<file path="src/b2r_pkg.sv">
// shared types, constants and digit helpers for the roman numeral converter
package b2r_pkg;

    localparam logic [11:0] ROMAN_MAX = 12'd3999;

    localparam logic [6:0] CH_M = 7'h4D;
    localparam logic [6:0] CH_D = 7'h44;
    localparam logic [6:0] CH_C = 7'h43;
    localparam logic [6:0] CH_L = 7'h4C;
    localparam logic [6:0] CH_X = 7'h58;
    localparam logic [6:0] CH_V = 7'h56;
    localparam logic [6:0] CH_I = 7'h49;
    localparam logic [6:0] CH_NONE = 7'h00;

    localparam logic [1:0] POS_THOU  = 2'd0;
    localparam logic [1:0] POS_HUND  = 2'd1;
    localparam logic [1:0] POS_TENS  = 2'd2;
    localparam logic [1:0] POS_UNITS = 2'd3;

    localparam int Q_DEPTH = 2;
    localparam int Q_PTR_W = (Q_DEPTH > 1) ? $clog2(Q_DEPTH) : 1;
    localparam int Q_CNT_W = $clog2(Q_DEPTH + 1);

    typedef struct packed {
        logic       is_zero;
        logic       is_err;
        logic [1:0] thou;
        logic [3:0] hund;
        logic [3:0] tens;
        logic [3:0] units;
    } t_ent;

    typedef enum logic [1:0] {
        F_IDLE,
        F_CONV,
        F_PUSH
    } t_front_state;

    typedef enum logic {
        B_IDLE,
        B_RUN
    } t_back_state;

    function automatic logic [3:0] f_digit(input t_ent e, input logic [1:0] pos);
        logic [3:0] d;
        case (pos)
            POS_THOU: d = {2'b00, e.thou};
            POS_HUND: d = e.hund;
            POS_TENS: d = e.tens;
            default:  d = e.units;
        endcase
        return d;
    endfunction

    function automatic logic [2:0] f_len(input logic [3:0] d);
        logic [2:0] n;
        case (d)
            4'd1:    n = 3'd1;
            4'd2:    n = 3'd2;
            4'd3:    n = 3'd3;
            4'd4:    n = 3'd2;
            4'd5:    n = 3'd1;
            4'd6:    n = 3'd2;
            4'd7:    n = 3'd3;
            4'd8:    n = 3'd4;
            4'd9:    n = 3'd2;
            default: n = 3'd0;
        endcase
        return n;
    endfunction

    function automatic logic [6:0] f_sym(input logic [1:0] pos, input logic [3:0] d,
                                         input logic [1:0] k);
        logic [6:0] one;
        logic [6:0] five;
        logic [6:0] ten;
        logic [6:0] ch;
        case (pos)
            POS_THOU: begin
                one = CH_M; five = CH_NONE; ten = CH_NONE;
            end
            POS_HUND: begin
                one = CH_C; five = CH_D; ten = CH_M;
            end
            POS_TENS: begin
                one = CH_X; five = CH_L; ten = CH_C;
            end
            default: begin
                one = CH_I; five = CH_V; ten = CH_X;
            end
        endcase
        if (d == 4'd9) begin
            ch = (k == 2'd0) ? one : ten;
        end else if (d == 4'd4) begin
            ch = (k == 2'd0) ? one : five;
        end else if (d >= 4'd5) begin
            ch = (k == 2'd0) ? five : one;
        end else begin
            ch = one;
        end
        return ch;
    endfunction

    function automatic logic [1:0] f_first(input t_ent e);
        logic [1:0] pos;
        pos = POS_UNITS;
        for (int p = 3; p >= 0; p--) begin
            if (f_len(f_digit(e, 2'(p))) != 3'd0) begin
                pos = 2'(p);
            end
        end
        return pos;
    endfunction

    function automatic logic f_has_after(input t_ent e, input logic [1:0] pos);
        logic found;
        found = 1'b0;
        for (int p = 0; p < 4; p++) begin
            if (2'(p) > pos && f_len(f_digit(e, 2'(p))) != 3'd0) begin
                found = 1'b1;
            end
        end
        return found;
    endfunction

    function automatic logic [1:0] f_next_pos(input t_ent e, input logic [1:0] pos);
        logic [1:0] nxt;
        nxt = POS_UNITS;
        for (int p = 3; p >= 0; p--) begin
            if (2'(p) > pos && f_len(f_digit(e, 2'(p))) != 3'd0) begin
                nxt = 2'(p);
            end
        end
        return nxt;
    endfunction

endpackage

</file>
<file path="src/binary_to_roman_numeral.sv">
// top level of the binary to roman numeral converter
//
// usage:
//   slave channel takes one 12-bit binary value per transaction in tdata
//   master channel returns the numeral one ascii character per transaction,
//   tlast on the final character; tuser flags zero (empty) and out-of-range
//   values, each of which gives a single transaction with symbol 0
// flow:
//   the front end splits a value into decimal digits: thousands, then
//   hundreds, then tens and units together; a zero or out-of-range value
//   skips these steps; it then hands the value through a two-entry queue
//   to the back end, which emits one character per cycle while tready is
//   high and a value is waiting, 1 to 15 per value (15 for 3888); the front
//   end can take the next value while the back end still emits the last one
//   the back end registers the first character as it takes a value from the queue
// reset: synchronous active-low reset empties the queue and drops any
//   pending output; no clearing pass is needed
// stall: a low tready holds the current character in the output register;
//   the back end, then the queue, then the front end fill up and the slave
//   tready stays low
module binary_to_roman_numeral (
    input  logic        i_clk,
    input  logic        i_rst_n,
    input  logic        i_s_axis_tvalid,
    output logic        o_s_axis_tready,
    input  logic [15:0] i_s_axis_tdata,   // [11:0] value, [15:12] zero
    output logic        o_m_axis_tvalid,
    input  logic        i_m_axis_tready,
    output logic [7:0]  o_m_axis_tdata,   // [6:0] symbol, [7] zero
    output logic        o_m_axis_tlast,
    output logic [1:0]  o_m_axis_tuser    // [0] empty_res, [1] range_error
);

    logic          push;
    logic          full;
    logic          pop;
    logic          q_valid;
    b2r_pkg::t_ent f_ent;
    b2r_pkg::t_ent q_ent;
    logic [6:0]    symbol;
    logic          empty_res;
    logic          range_error;

    b2r_front u_front (
        .i_clk   (i_clk),
        .i_rst_n (i_rst_n),
        .i_valid (i_s_axis_tvalid),
        .o_ready (o_s_axis_tready),
        .i_value (i_s_axis_tdata[11:0]),
        .o_push  (push),
        .o_ent   (f_ent),
        .i_full  (full)
    );

    b2r_queue u_queue (
        .i_clk   (i_clk),
        .i_rst_n (i_rst_n),
        .i_push  (push),
        .i_ent   (f_ent),
        .o_full  (full),
        .i_pop   (pop),
        .o_valid (q_valid),
        .o_ent   (q_ent)
    );

    b2r_back u_back (
        .i_clk         (i_clk),
        .i_rst_n       (i_rst_n),
        .i_valid       (q_valid),
        .i_ent         (q_ent),
        .o_pop         (pop),
        .o_tvalid      (o_m_axis_tvalid),
        .i_tready      (i_m_axis_tready),
        .o_symbol      (symbol),
        .o_last        (o_m_axis_tlast),
        .o_empty_res   (empty_res),
        .o_range_error (range_error)
    );

    assign o_m_axis_tdata = {1'b0, symbol};
    assign o_m_axis_tuser = {range_error, empty_res};

endmodule

</file>
<file path="src/b2r_front.sv">
// front end: accepts a value, classifies it and splits it into decimal digits
module b2r_front (
    input  logic              i_clk,
    input  logic              i_rst_n,
    input  logic              i_valid,
    output logic              o_ready,
    input  logic [11:0]       i_value,
    output logic              o_push,
    output b2r_pkg::t_ent     o_ent,
    input  logic              i_full
);

    b2r_pkg::t_front_state r_state, n_state;
    logic [11:0]           r_rem, n_rem;
    logic [1:0]            r_step, n_step;
    b2r_pkg::t_ent         r_ent, n_ent;

    logic [13:0] weight;
    logic [3:0]  digit;
    logic [13:0] sub;

    always_comb begin
        case (r_step)
            2'd0:    weight = 14'd1000;
            2'd1:    weight = 14'd100;
            default: weight = 14'd10;
        endcase
        digit = 4'd0;
        for (int k = 1; k <= 9; k++) begin
            if ({2'b00, r_rem} >= 14'(k) * weight) begin
                digit = 4'(k);
            end
        end
        sub = 14'(digit) * weight;
    end

    always_comb begin
        n_state = r_state;
        n_rem   = r_rem;
        n_step  = r_step;
        n_ent   = r_ent;
        o_ready = (r_state == b2r_pkg::F_IDLE);
        o_push  = 1'b0;
        case (r_state)
            b2r_pkg::F_IDLE: begin
                if (i_valid) begin
                    n_rem         = i_value;
                    n_step        = 2'd0;
                    n_ent         = '0;
                    n_ent.is_zero = (i_value == 12'd0);
                    n_ent.is_err  = (i_value > b2r_pkg::ROMAN_MAX);
                    if (i_value == 12'd0 || i_value > b2r_pkg::ROMAN_MAX) begin
                        n_state = b2r_pkg::F_PUSH;
                    end else begin
                        n_state = b2r_pkg::F_CONV;
                    end
                end
            end
            b2r_pkg::F_CONV: begin
                n_rem  = 12'({2'b00, r_rem} - sub);
                n_step = r_step + 2'd1;
                case (r_step)
                    2'd0: n_ent.thou = digit[1:0];
                    2'd1: n_ent.hund = digit;
                    default: begin
                        n_ent.tens  = digit;
                        n_ent.units = n_rem[3:0];
                        n_state     = b2r_pkg::F_PUSH;
                    end
                endcase
            end
            b2r_pkg::F_PUSH: begin
                if (!i_full) begin
                    o_push  = 1'b1;
                    n_state = b2r_pkg::F_IDLE;
                end
            end
            default: n_state = b2r_pkg::F_IDLE;
        endcase
    end

    always_ff @(posedge i_clk) begin
        if (!i_rst_n) begin
            r_state <= b2r_pkg::F_IDLE;
        end else begin
            r_state <= n_state;
        end
        r_rem  <= n_rem;
        r_step <= n_step;
        r_ent  <= n_ent;
    end

    assign o_ent = r_ent;

endmodule

</file>
<file path="src/b2r_queue.sv">
// short queue of classified digit sets between front and back
module b2r_queue (
    input  logic          i_clk,
    input  logic          i_rst_n,
    input  logic          i_push,
    input  b2r_pkg::t_ent i_ent,
    output logic          o_full,
    input  logic          i_pop,
    output logic          o_valid,
    output b2r_pkg::t_ent o_ent
);

    b2r_pkg::t_ent                 r_mem [b2r_pkg::Q_DEPTH];
    logic [b2r_pkg::Q_PTR_W-1:0]   r_wr, n_wr;
    logic [b2r_pkg::Q_PTR_W-1:0]   r_rd, n_rd;
    logic [b2r_pkg::Q_CNT_W-1:0]   r_cnt, n_cnt;
    logic                          do_push;
    logic                          do_pop;

    assign o_full  = (r_cnt == b2r_pkg::Q_CNT_W'(b2r_pkg::Q_DEPTH));
    assign o_valid = (r_cnt != '0);
    assign o_ent   = r_mem[r_rd];
    assign do_push = i_push && !o_full;
    assign do_pop  = i_pop && o_valid;

    always_comb begin
        n_wr  = r_wr;
        n_rd  = r_rd;
        n_cnt = r_cnt;
        if (do_push) begin
            n_wr = (r_wr == b2r_pkg::Q_PTR_W'(b2r_pkg::Q_DEPTH - 1)) ? '0 : r_wr + 1'b1;
        end
        if (do_pop) begin
            n_rd = (r_rd == b2r_pkg::Q_PTR_W'(b2r_pkg::Q_DEPTH - 1)) ? '0 : r_rd + 1'b1;
        end
        if (do_push && !do_pop) begin
            n_cnt = r_cnt + 1'b1;
        end else if (do_pop && !do_push) begin
            n_cnt = r_cnt - 1'b1;
        end
    end

    always_ff @(posedge i_clk) begin
        if (!i_rst_n) begin
            r_wr  <= '0;
            r_rd  <= '0;
            r_cnt <= '0;
        end else begin
            r_wr  <= n_wr;
            r_rd  <= n_rd;
            r_cnt <= n_cnt;
        end
        if (do_push) begin
            r_mem[r_wr] <= i_ent;
        end
    end

endmodule

</file>
<file path="src/b2r_back.sv">
// back end: walks the digits and emits one numeral character per transaction
module b2r_back (
    input  logic          i_clk,
    input  logic          i_rst_n,
    input  logic          i_valid,
    input  b2r_pkg::t_ent i_ent,
    output logic          o_pop,
    output logic          o_tvalid,
    input  logic          i_tready,
    output logic [6:0]    o_symbol,
    output logic          o_last,
    output logic          o_empty_res,
    output logic          o_range_error
);

    b2r_pkg::t_back_state r_state, n_state;
    b2r_pkg::t_ent        r_ent, n_ent;
    logic [1:0]           r_pos, n_pos;
    logic [1:0]           r_k, n_k;
    logic                 r_valid, n_valid;
    logic [6:0]           r_sym, n_sym;
    logic                 r_last, n_last;
    logic                 r_empty, n_empty;
    logic                 r_err, n_err;

    logic          idle;
    logic          out_free;
    logic          fire;
    b2r_pkg::t_ent cur;
    logic [1:0]    cur_pos;
    logic [1:0]    cur_k;
    logic [3:0]    d;
    logic [2:0]    n;
    logic          eod;
    logic          has;
    logic          special;
    logic [6:0]    e_sym;
    logic          e_last;

    always_comb begin
        idle     = (r_state == b2r_pkg::B_IDLE);
        out_free = !r_valid || i_tready;
        cur      = idle ? i_ent : r_ent;
        cur_pos  = idle ? b2r_pkg::f_first(i_ent) : r_pos;
        cur_k    = idle ? 2'd0 : r_k;
        fire     = (idle ? i_valid : 1'b1) && out_free;
        o_pop    = idle && i_valid && out_free;
        d        = b2r_pkg::f_digit(cur, cur_pos);
        n        = b2r_pkg::f_len(d);
        eod      = ({1'b0, cur_k} == (n - 3'd1));
        has      = b2r_pkg::f_has_after(cur, cur_pos);
        special  = cur.is_zero || cur.is_err;
        e_sym    = special ? b2r_pkg::CH_NONE : b2r_pkg::f_sym(cur_pos, d, cur_k);
        e_last   = special || (eod && !has);

        n_state = r_state;
        n_ent   = r_ent;
        n_pos   = r_pos;
        n_k     = r_k;
        n_valid = r_valid;
        n_sym   = r_sym;
        n_last  = r_last;
        n_empty = r_empty;
        n_err   = r_err;
        if (fire) begin
            n_ent   = cur;
            n_valid = 1'b1;
            n_sym   = e_sym;
            n_last  = e_last;
            n_empty = cur.is_zero;
            n_err   = cur.is_err;
            if (e_last) begin
                n_state = b2r_pkg::B_IDLE;
            end else begin
                n_state = b2r_pkg::B_RUN;
            end
            if (eod) begin
                n_pos = b2r_pkg::f_next_pos(cur, cur_pos);
                n_k   = 2'd0;
            end else begin
                n_pos = cur_pos;
                n_k   = cur_k + 2'd1;
            end
        end else if (i_tready) begin
            n_valid = 1'b0;
        end
    end

    always_ff @(posedge i_clk) begin
        if (!i_rst_n) begin
            r_state <= b2r_pkg::B_IDLE;
            r_valid <= 1'b0;
        end else begin
            r_state <= n_state;
            r_valid <= n_valid;
        end
        r_ent   <= n_ent;
        r_pos   <= n_pos;
        r_k     <= n_k;
        r_sym   <= n_sym;
        r_last  <= n_last;
        r_empty <= n_empty;
        r_err   <= n_err;
    end

    assign o_tvalid      = r_valid;
    assign o_symbol      = r_sym;
    assign o_last        = r_last;
    assign o_empty_res   = r_empty;
    assign o_range_error = r_err;

endmodule

</file>
<file path="config.mk">
export PLATFORM = sky130hd
export DESIGN_NAME = binary_to_roman_numeral
export DESIGN_NICKNAME = d
export VERILOG_FILES = /design/src/b2r_pkg.sv /design/src/binary_to_roman_numeral.sv /design/src/b2r_front.sv /design/src/b2r_queue.sv /design/src/b2r_back.sv
export SDC_FILE = /design/constraint.sdc
export NUM_CORES = 1
export LEC_CHECK = 0
export BUFFER_PORTS_ARGS = -buffer_cell sky130_fd_sc_hd__buf_2
export CAP_MARGIN = 0
export CORE_MARGIN = 5
export CORE_UTILIZATION = 40
export CTS_CLUSTER_SIZE = 8
export DETAILED_ROUTE_END_ITERATION = 7
export PLACE_DENSITY = 0.53
export SLEW_MARGIN = 20
export SYNTH_ARGS = -nofsm -noshare
export SYNTH_HDL_FRONTEND = slang
export SYNTH_SLANG_ARGS = --single-unit
</file>
<file path="constraint.sdc">
create_clock -name i_clk -period 7.75 [get_ports i_clk]
set_input_delay 0 -clock i_clk [delete_from_list [all_inputs] [get_ports i_clk]]
set_output_delay 0 -clock i_clk [all_outputs]
set_load 0.02 [all_outputs]
</file>
* Word-level counts from Yosys, hierarchy flattened
Memory sizes are Yosys's and may differ from the RTL's. A register that Yosys moved wholly into a read port is not among the register bits.
Cells that the tools add are included.
** Word-level totals
- Flip-flop bits (word level) :: 66
- Memory bits (writable) :: 32
- Bits in read-only memories :: 528
- Word-level logic and storage cells :: 204
- Memories :: 12
** Operators by class
- Add/subtract/negate cells :: 8
- $mul :: 6
- Magnitude comparators :: 15
- Eq/ne operators :: 14
- Muxes and demuxes :: 74
- Bitwise logic cells :: 1
- Reduce and logical (&&, ||, !) cells :: 50
** Memory list
- (name not given) :: words 16, width 3, rd ports 1, clocked after Yosys merged registers in 0, write ports 0, RTL line b2r_pkg.sv:57 : case (d)
- (name not given) :: words 16, width 3, rd ports 1, clocked after Yosys merged registers in 0, write ports 0, RTL line b2r_pkg.sv:57
- (name not given) :: words 16, width 3, rd ports 1, clocked after Yosys merged registers in 0, write ports 0, RTL line b2r_pkg.sv:57
- (name not given) :: words 16, width 3, rd ports 1, clocked after Yosys merged registers in 0, write ports 0, RTL line b2r_pkg.sv:57
- (name not given) :: words 16, width 3, rd ports 1, clocked after Yosys merged registers in 0, write ports 0, RTL line b2r_pkg.sv:57
- (name not given) :: words 16, width 3, rd ports 1, clocked after Yosys merged registers in 0, write ports 0, RTL line b2r_pkg.sv:57
- +6 memories
** Operators by type and width (number)
- >= comparator 12 x 14 -> 1 bit :: 5
- 2-to-1 mux 7 bit :: 6
- case mux 7 bit (3 select lines) :: 2
- 2-to-1 mux 4 bit :: 9
- 2-to-1 mux 2 bit :: 17
- 2-to-1 mux 3 bit :: 10
- nonzero test 3 bit :: 10
- case mux 14 bit (2 select lines) :: 1
- multiplier 3 x 10 -> 13 bit (first input constant) :: 2
- multiplier 2 x 10 -> 12 bit (first input constant) :: 2
- case mux 12 bit (2 select lines) :: 1
- case mux 10 bit (2 select lines) :: 1
- 2-to-1 mux 1 bit :: 19
- 2-to-1 mux 16 bit :: 1
- logical AND 1 bit :: 15
- case mux 5 bit (3 select lines) :: 1
- multiplier 4 x 10 -> 14 bit (first input constant) :: 1
- 2-to-1 mux 14 bit :: 1
- >= comparator 12 x 13 -> 1 bit :: 1
- >= comparator 12 x 10 -> 1 bit :: 1
- >= comparator 12 x 11 -> 1 bit :: 1
- >= comparator 12 bit :: 1
- greater-than comparator 12 bit (second input constant) :: 1
- zero test 12 bit :: 1
- 28 further kinds :: 58

* Logic depth before layout (Yosys ltp)
An unclocked memory read counts as a cell.
- Word-level depth :: 22
- Gate-level depth with buffers :: 30
- Mapped depth without buffers :: 28

* Hierarchy
A second synthesis with hierarchy kept.
** Second synthesis, totals
- Cells, all modules :: 712
- Area total of the unflattened synthesis :: 7473.4 µm²
** By module, submodules not included
- b2r_front :: instances 1, cells each 453, area an instance 4110.2 µm², seq. area each 940.9 µm²
- b2r_back :: instances 1, cells each 180, area an instance 1946.9 µm², seq. area each 850.8 µm²
- b2r_queue :: instances 1, cells each 75, area an instance 1390.1 µm², seq. area each 1061.0 µm²
- binary_to_roman_numeral :: instances 1, cells each 4, area an instance 26.3 µm², seq. area each 0.0 µm²

* Least setup slack after synthesis
OpenSTA, ideal clock, no wires.
- Kind :: register to register
- Start point :: register u_front.r_step[0]
- End point :: register u_front.r_rem[11] (data pin)
- Arrival time :: 6.405 ns
- Required time :: 7.481 ns
- Slack :: 1.076 ns
- Cell stages (with the launch flop) :: 26
- Buffers on the path :: 1
- Cell sequence :: edfxtp_1 inv_1 ha_1 clkbuf_1 inv_1 ha_1 ha_1 a21o_1 a2111oi_0 a41oi_1 nor3_1 o21ai_1 or2_2 fa_1 inv_1 ha_1 fa_1 inv_1 ha_1 and2_1 o21ai_0 a31oi_1 or4_1 a31oi_1 xnor2_1 o21ai_0
** On the way
- Word-level cells in the longest chain between the ends :: 15
** RTL lines
- from (decl) :: RTL line b2r_front.sv:15 : logic [1:0] r_step, n_step;
- from (signal assigned) :: RTL line b2r_front.sv:89 : r_step <= n_step;
- equality test 2 x 1 -> 1 bit / zero test 2 bit (equally long branches) :: RTL line b2r_front.sv:23 : case (r_step)
- case mux 10 bit (2 select lines) (*) :: RTL line b2r_front.sv:23
- parallel branches: the longest is 10 deep, another holds >= comparator 12 x 14 -> 1 bit
- multiplier 4 x 10 -> 12 bit (*) :: RTL line b2r_front.sv:34 : sub = 14'(digit) * weight;
- subtractor 12 bit (*) :: RTL line b2r_front.sv:60 : n_rem = 12'({2'b00, r_rem} - sub);
- case mux 12 bit (2 select lines) (*) :: RTL line b2r_front.sv:44 : case (r_state)
- via u_front.n_rem[11] :: RTL line b2r_front.sv:14 : logic [11:0] r_rem, n_rem;
- to (signal assigned) :: RTL line b2r_front.sv:88 : r_rem <= n_rem;
- to (decl) :: RTL line b2r_front.sv:14
Mark *: on every way through the listed nets, which the timed path passes.
A chain may end at the register's enable or synchronous reset.

* Worst setup path after layout
Same ends and word-level chain as after synthesis.

==> impl_metrics.toml <==
[run_status]
outcome = "complete, no violations"

[cells_and_area]
diodes = 0
nNetsFinal = 912
syn_to_final_growth_pct = 11.4
drive_gt1_frac = 0.119
fill_cells = 1734

[synthesis]
yosys-top-cells-area = "edfxtp_1, ha_1, fa_1"
ys_warn_count = 0
yosys_register_bits = 98
syn_area_um2 = 7520
syn_inst = 742
synth_top_flop_cell = "edfxtp_1"
synth_top_area_share = 0.355
yosysMostFrequentCell = "edfxtp_1"
synthArstFlopShare = 0
yosys-top-cells-count = "edfxtp_1, ha_1, inv_1, nor2_1, nand2_1"
yosysUniqueCellTypes = 72
synth_edf_count = 89
ys_seq_area_frac = 0.379
synth_top_area_cell = "edfxtp_1"
avgSynthCellArea_um2 = 10.1

[run]
max_cap_viol_count = 0

[global_route]
grt_max_degree = 55
grt-ovfl-total = 0
grt_first_pass_wirelength_mm = 29.2
antenna_found_initial = 0
grt_pass1_vias = 5573
track_usage = 0.171

[sta]
setup_viol = 0
fin_crit_sh = 0.901
fmax_mhz = 143
min_period_ns = 6.98
slew_violations = 0
slew-limit-headroom = 0.469
worst_pin_slew_ns = 0.797
finalClockSkew_ns = 0.00808
rsz0062_at_grt = "false"
finalHoldViolations = 0
final.setup.tns_ns = 0

[clock_network]
cts_tree = "built"
cts_setup_buffers = 0
clk_latency_ns = 0.35
cts_made_buffers = 9
clk_pin_slew_ns = 0.07
root_buffer = "clkbuf_16"
cts_sinks = 98
htreeDepth = 3
cts_buffer_depth = 2

[detailed_routing]
finalWirelength_mm = 18.2
avgViaCountPerCell = 5.48
firstDrtPassIters = 5
wl_per_cell_um = 17.8
ant_nets = 0
vias = 5619
drt-initial-drc-count = 294
post-route-drc-count = 0

[critical_path]
crit_required_ns = 7.84
cp.arrival_ns = 7.07
cp-start-kind = "flip-flop"
crit_path_end_kind = "flip-flop"
path_max_fanout = 7
worstSetupPathType = "flip-flop to flip-flop"

[floorplanning]
io_pins = 33
initial_core_util = 0.405
core_area_um2 = 18600
die_h_um = 147
die_area_um2 = 21600
placementRows = 50
die_w_um = 147

[placed_design]
dp_hpwl_mm = 14.3
portBuffers = 26
routabilityCongestion = 0.908

[hold_path]
worstHoldPathType = "primary input to flip-flop"
kinds of logic after synthesis:
kind of cell    after synthesis  share of synthesized area
simple gates                227                      0.156
other cells                   1                   0.000499
fa+ha+maj                   105                      0.192
mux                          22                     0.0318
compound gates              176                      0.170
flops                        98                      0.379
xor+xnor                     14                     0.0163
buf+inv                      99                     0.0551
timing repair:
item                      in CTS  in global routing
gates resized for setup        0                  0
hold endpoints to repair      12                  0
hold buffers                  12                  0
flip-flops by register name, summed over array words and instances (netlist names), named ones only:
register and count:
u_back.o_symbol 6, u_back.r_state 1, u_queue.r_rd 1, u_front.o_ent 16, u_back.r_ent 16, u_front.r_rem 12, u_front.r_state 2, u_queue.r_wr 1
u_queue.r_mem 32, u_front.r_step 2, u_back.o_last 1, u_back.r_k 2, u_back.o_tvalid 1, u_back.r_pos 2, u_queue.r_cnt 2
per-stage QoR:
stage                     std cells   util  worst slack, ns  area (µm²)  hold slack [ns]
after floorplan                 743      -             1.08        7520            0.185
after global placement          998  0.429            0.869        7960            0.304
after detailed placement        998  0.429            0.865        7960            0.309
after CTS                      1026  0.451            0.808        8370          0.00840
after global routing           1026  0.451            0.249        8380           0.0232
final                          1026  0.451            0.769        8380           0.0129
layout make-up:
cell class	count	area (µm²)	share of cell area
repair buffers	57	393	0.0469
flip-flops and latches	98	2850	0.341
clock inverters	7	62.6	0.00747
multi-input cells	546	4270	0.510
inverters	75	282	0.0336
clock buffers	9	225	0.0269
well taps	234	293	0.0350
worst paths after layout:
check                                  start                            end  slack, ns  depth (start not counted)
min reg2reg   u_front.o_ent[6]$_SDFFCE_PN0P_  u_queue.r_mem[0][6]$_DFFE_PP_       0.44                          0
min                        i_s_axis_tdata[4]     u_front.r_rem[4]$_DFFE_PP_       0.01                          3
max          u_front.r_step[0]$_SDFFCE_PN0P_    u_front.r_rem[11]$_DFFE_PP_       0.77                         24
max reg2reg  u_front.r_step[0]$_SDFFCE_PN0P_    u_front.r_rem[11]$_DFFE_PP_       0.77                         24
worst max-delay path: stages, from the launching register on:
cell and delay, ns:
edfxtp_1 0.44, ha_1 0.30, inv_1 0.15, ha_1 0.39, inv_1 0.21, ha_1 0.37
or3b_2 0.45, a31o_2 0.26, a211oi_1 0.23, o21ai_0 0.16, a211oi_1 0.38, o311ai_0 0.20
fa_1 0.53, inv_1 0.05, ha_1 0.30, fa_1 0.52, inv_1 0.04, ha_1 0.34
and2_1 0.16, o21ai_0 0.21, a31oi_1 0.17, or4_1 0.42, a31oi_1 0.22, xnor2_1 0.13
o21ai_0 0.09
cell usage in the layout (no fill, tap or decap), types with 7 or more instances in the layout:
cell type      count
dfxtp_1            9
dlygate4sd3_1     12
a21oi_1           28
o21ai_0           38
nor2_1            63
clkbuf_16          9
o31ai_1            9
o211a_1            7
inv_1             75
xnor2_1           10
nand2b_1          23
a211oi_1           9
nor2b_1           11
o21a_1            15
buf_2             26
nor4_1            10
nand3_1           10
mux2_2            10
nand2_1           46
o211ai_1          11
mux2i_1           10
buf_4             19
fa_1              17
a21o_1            15
ha_1              88
nor3_1            18
and2_1            10
edfxtp_1          89
per-layer routing:
metal	wire length (µm)	part of all wire	global-route usage
met5	0	0	0
met4	347	0.019	0.0559
met3	581	0.032	0.0305
met2	8190	0.45	0.261
met1	9100	0.50	0.246
Power is not shown: default switching activity piles up to over one toggle a cycle in this logic, so the estimate is an artifact.
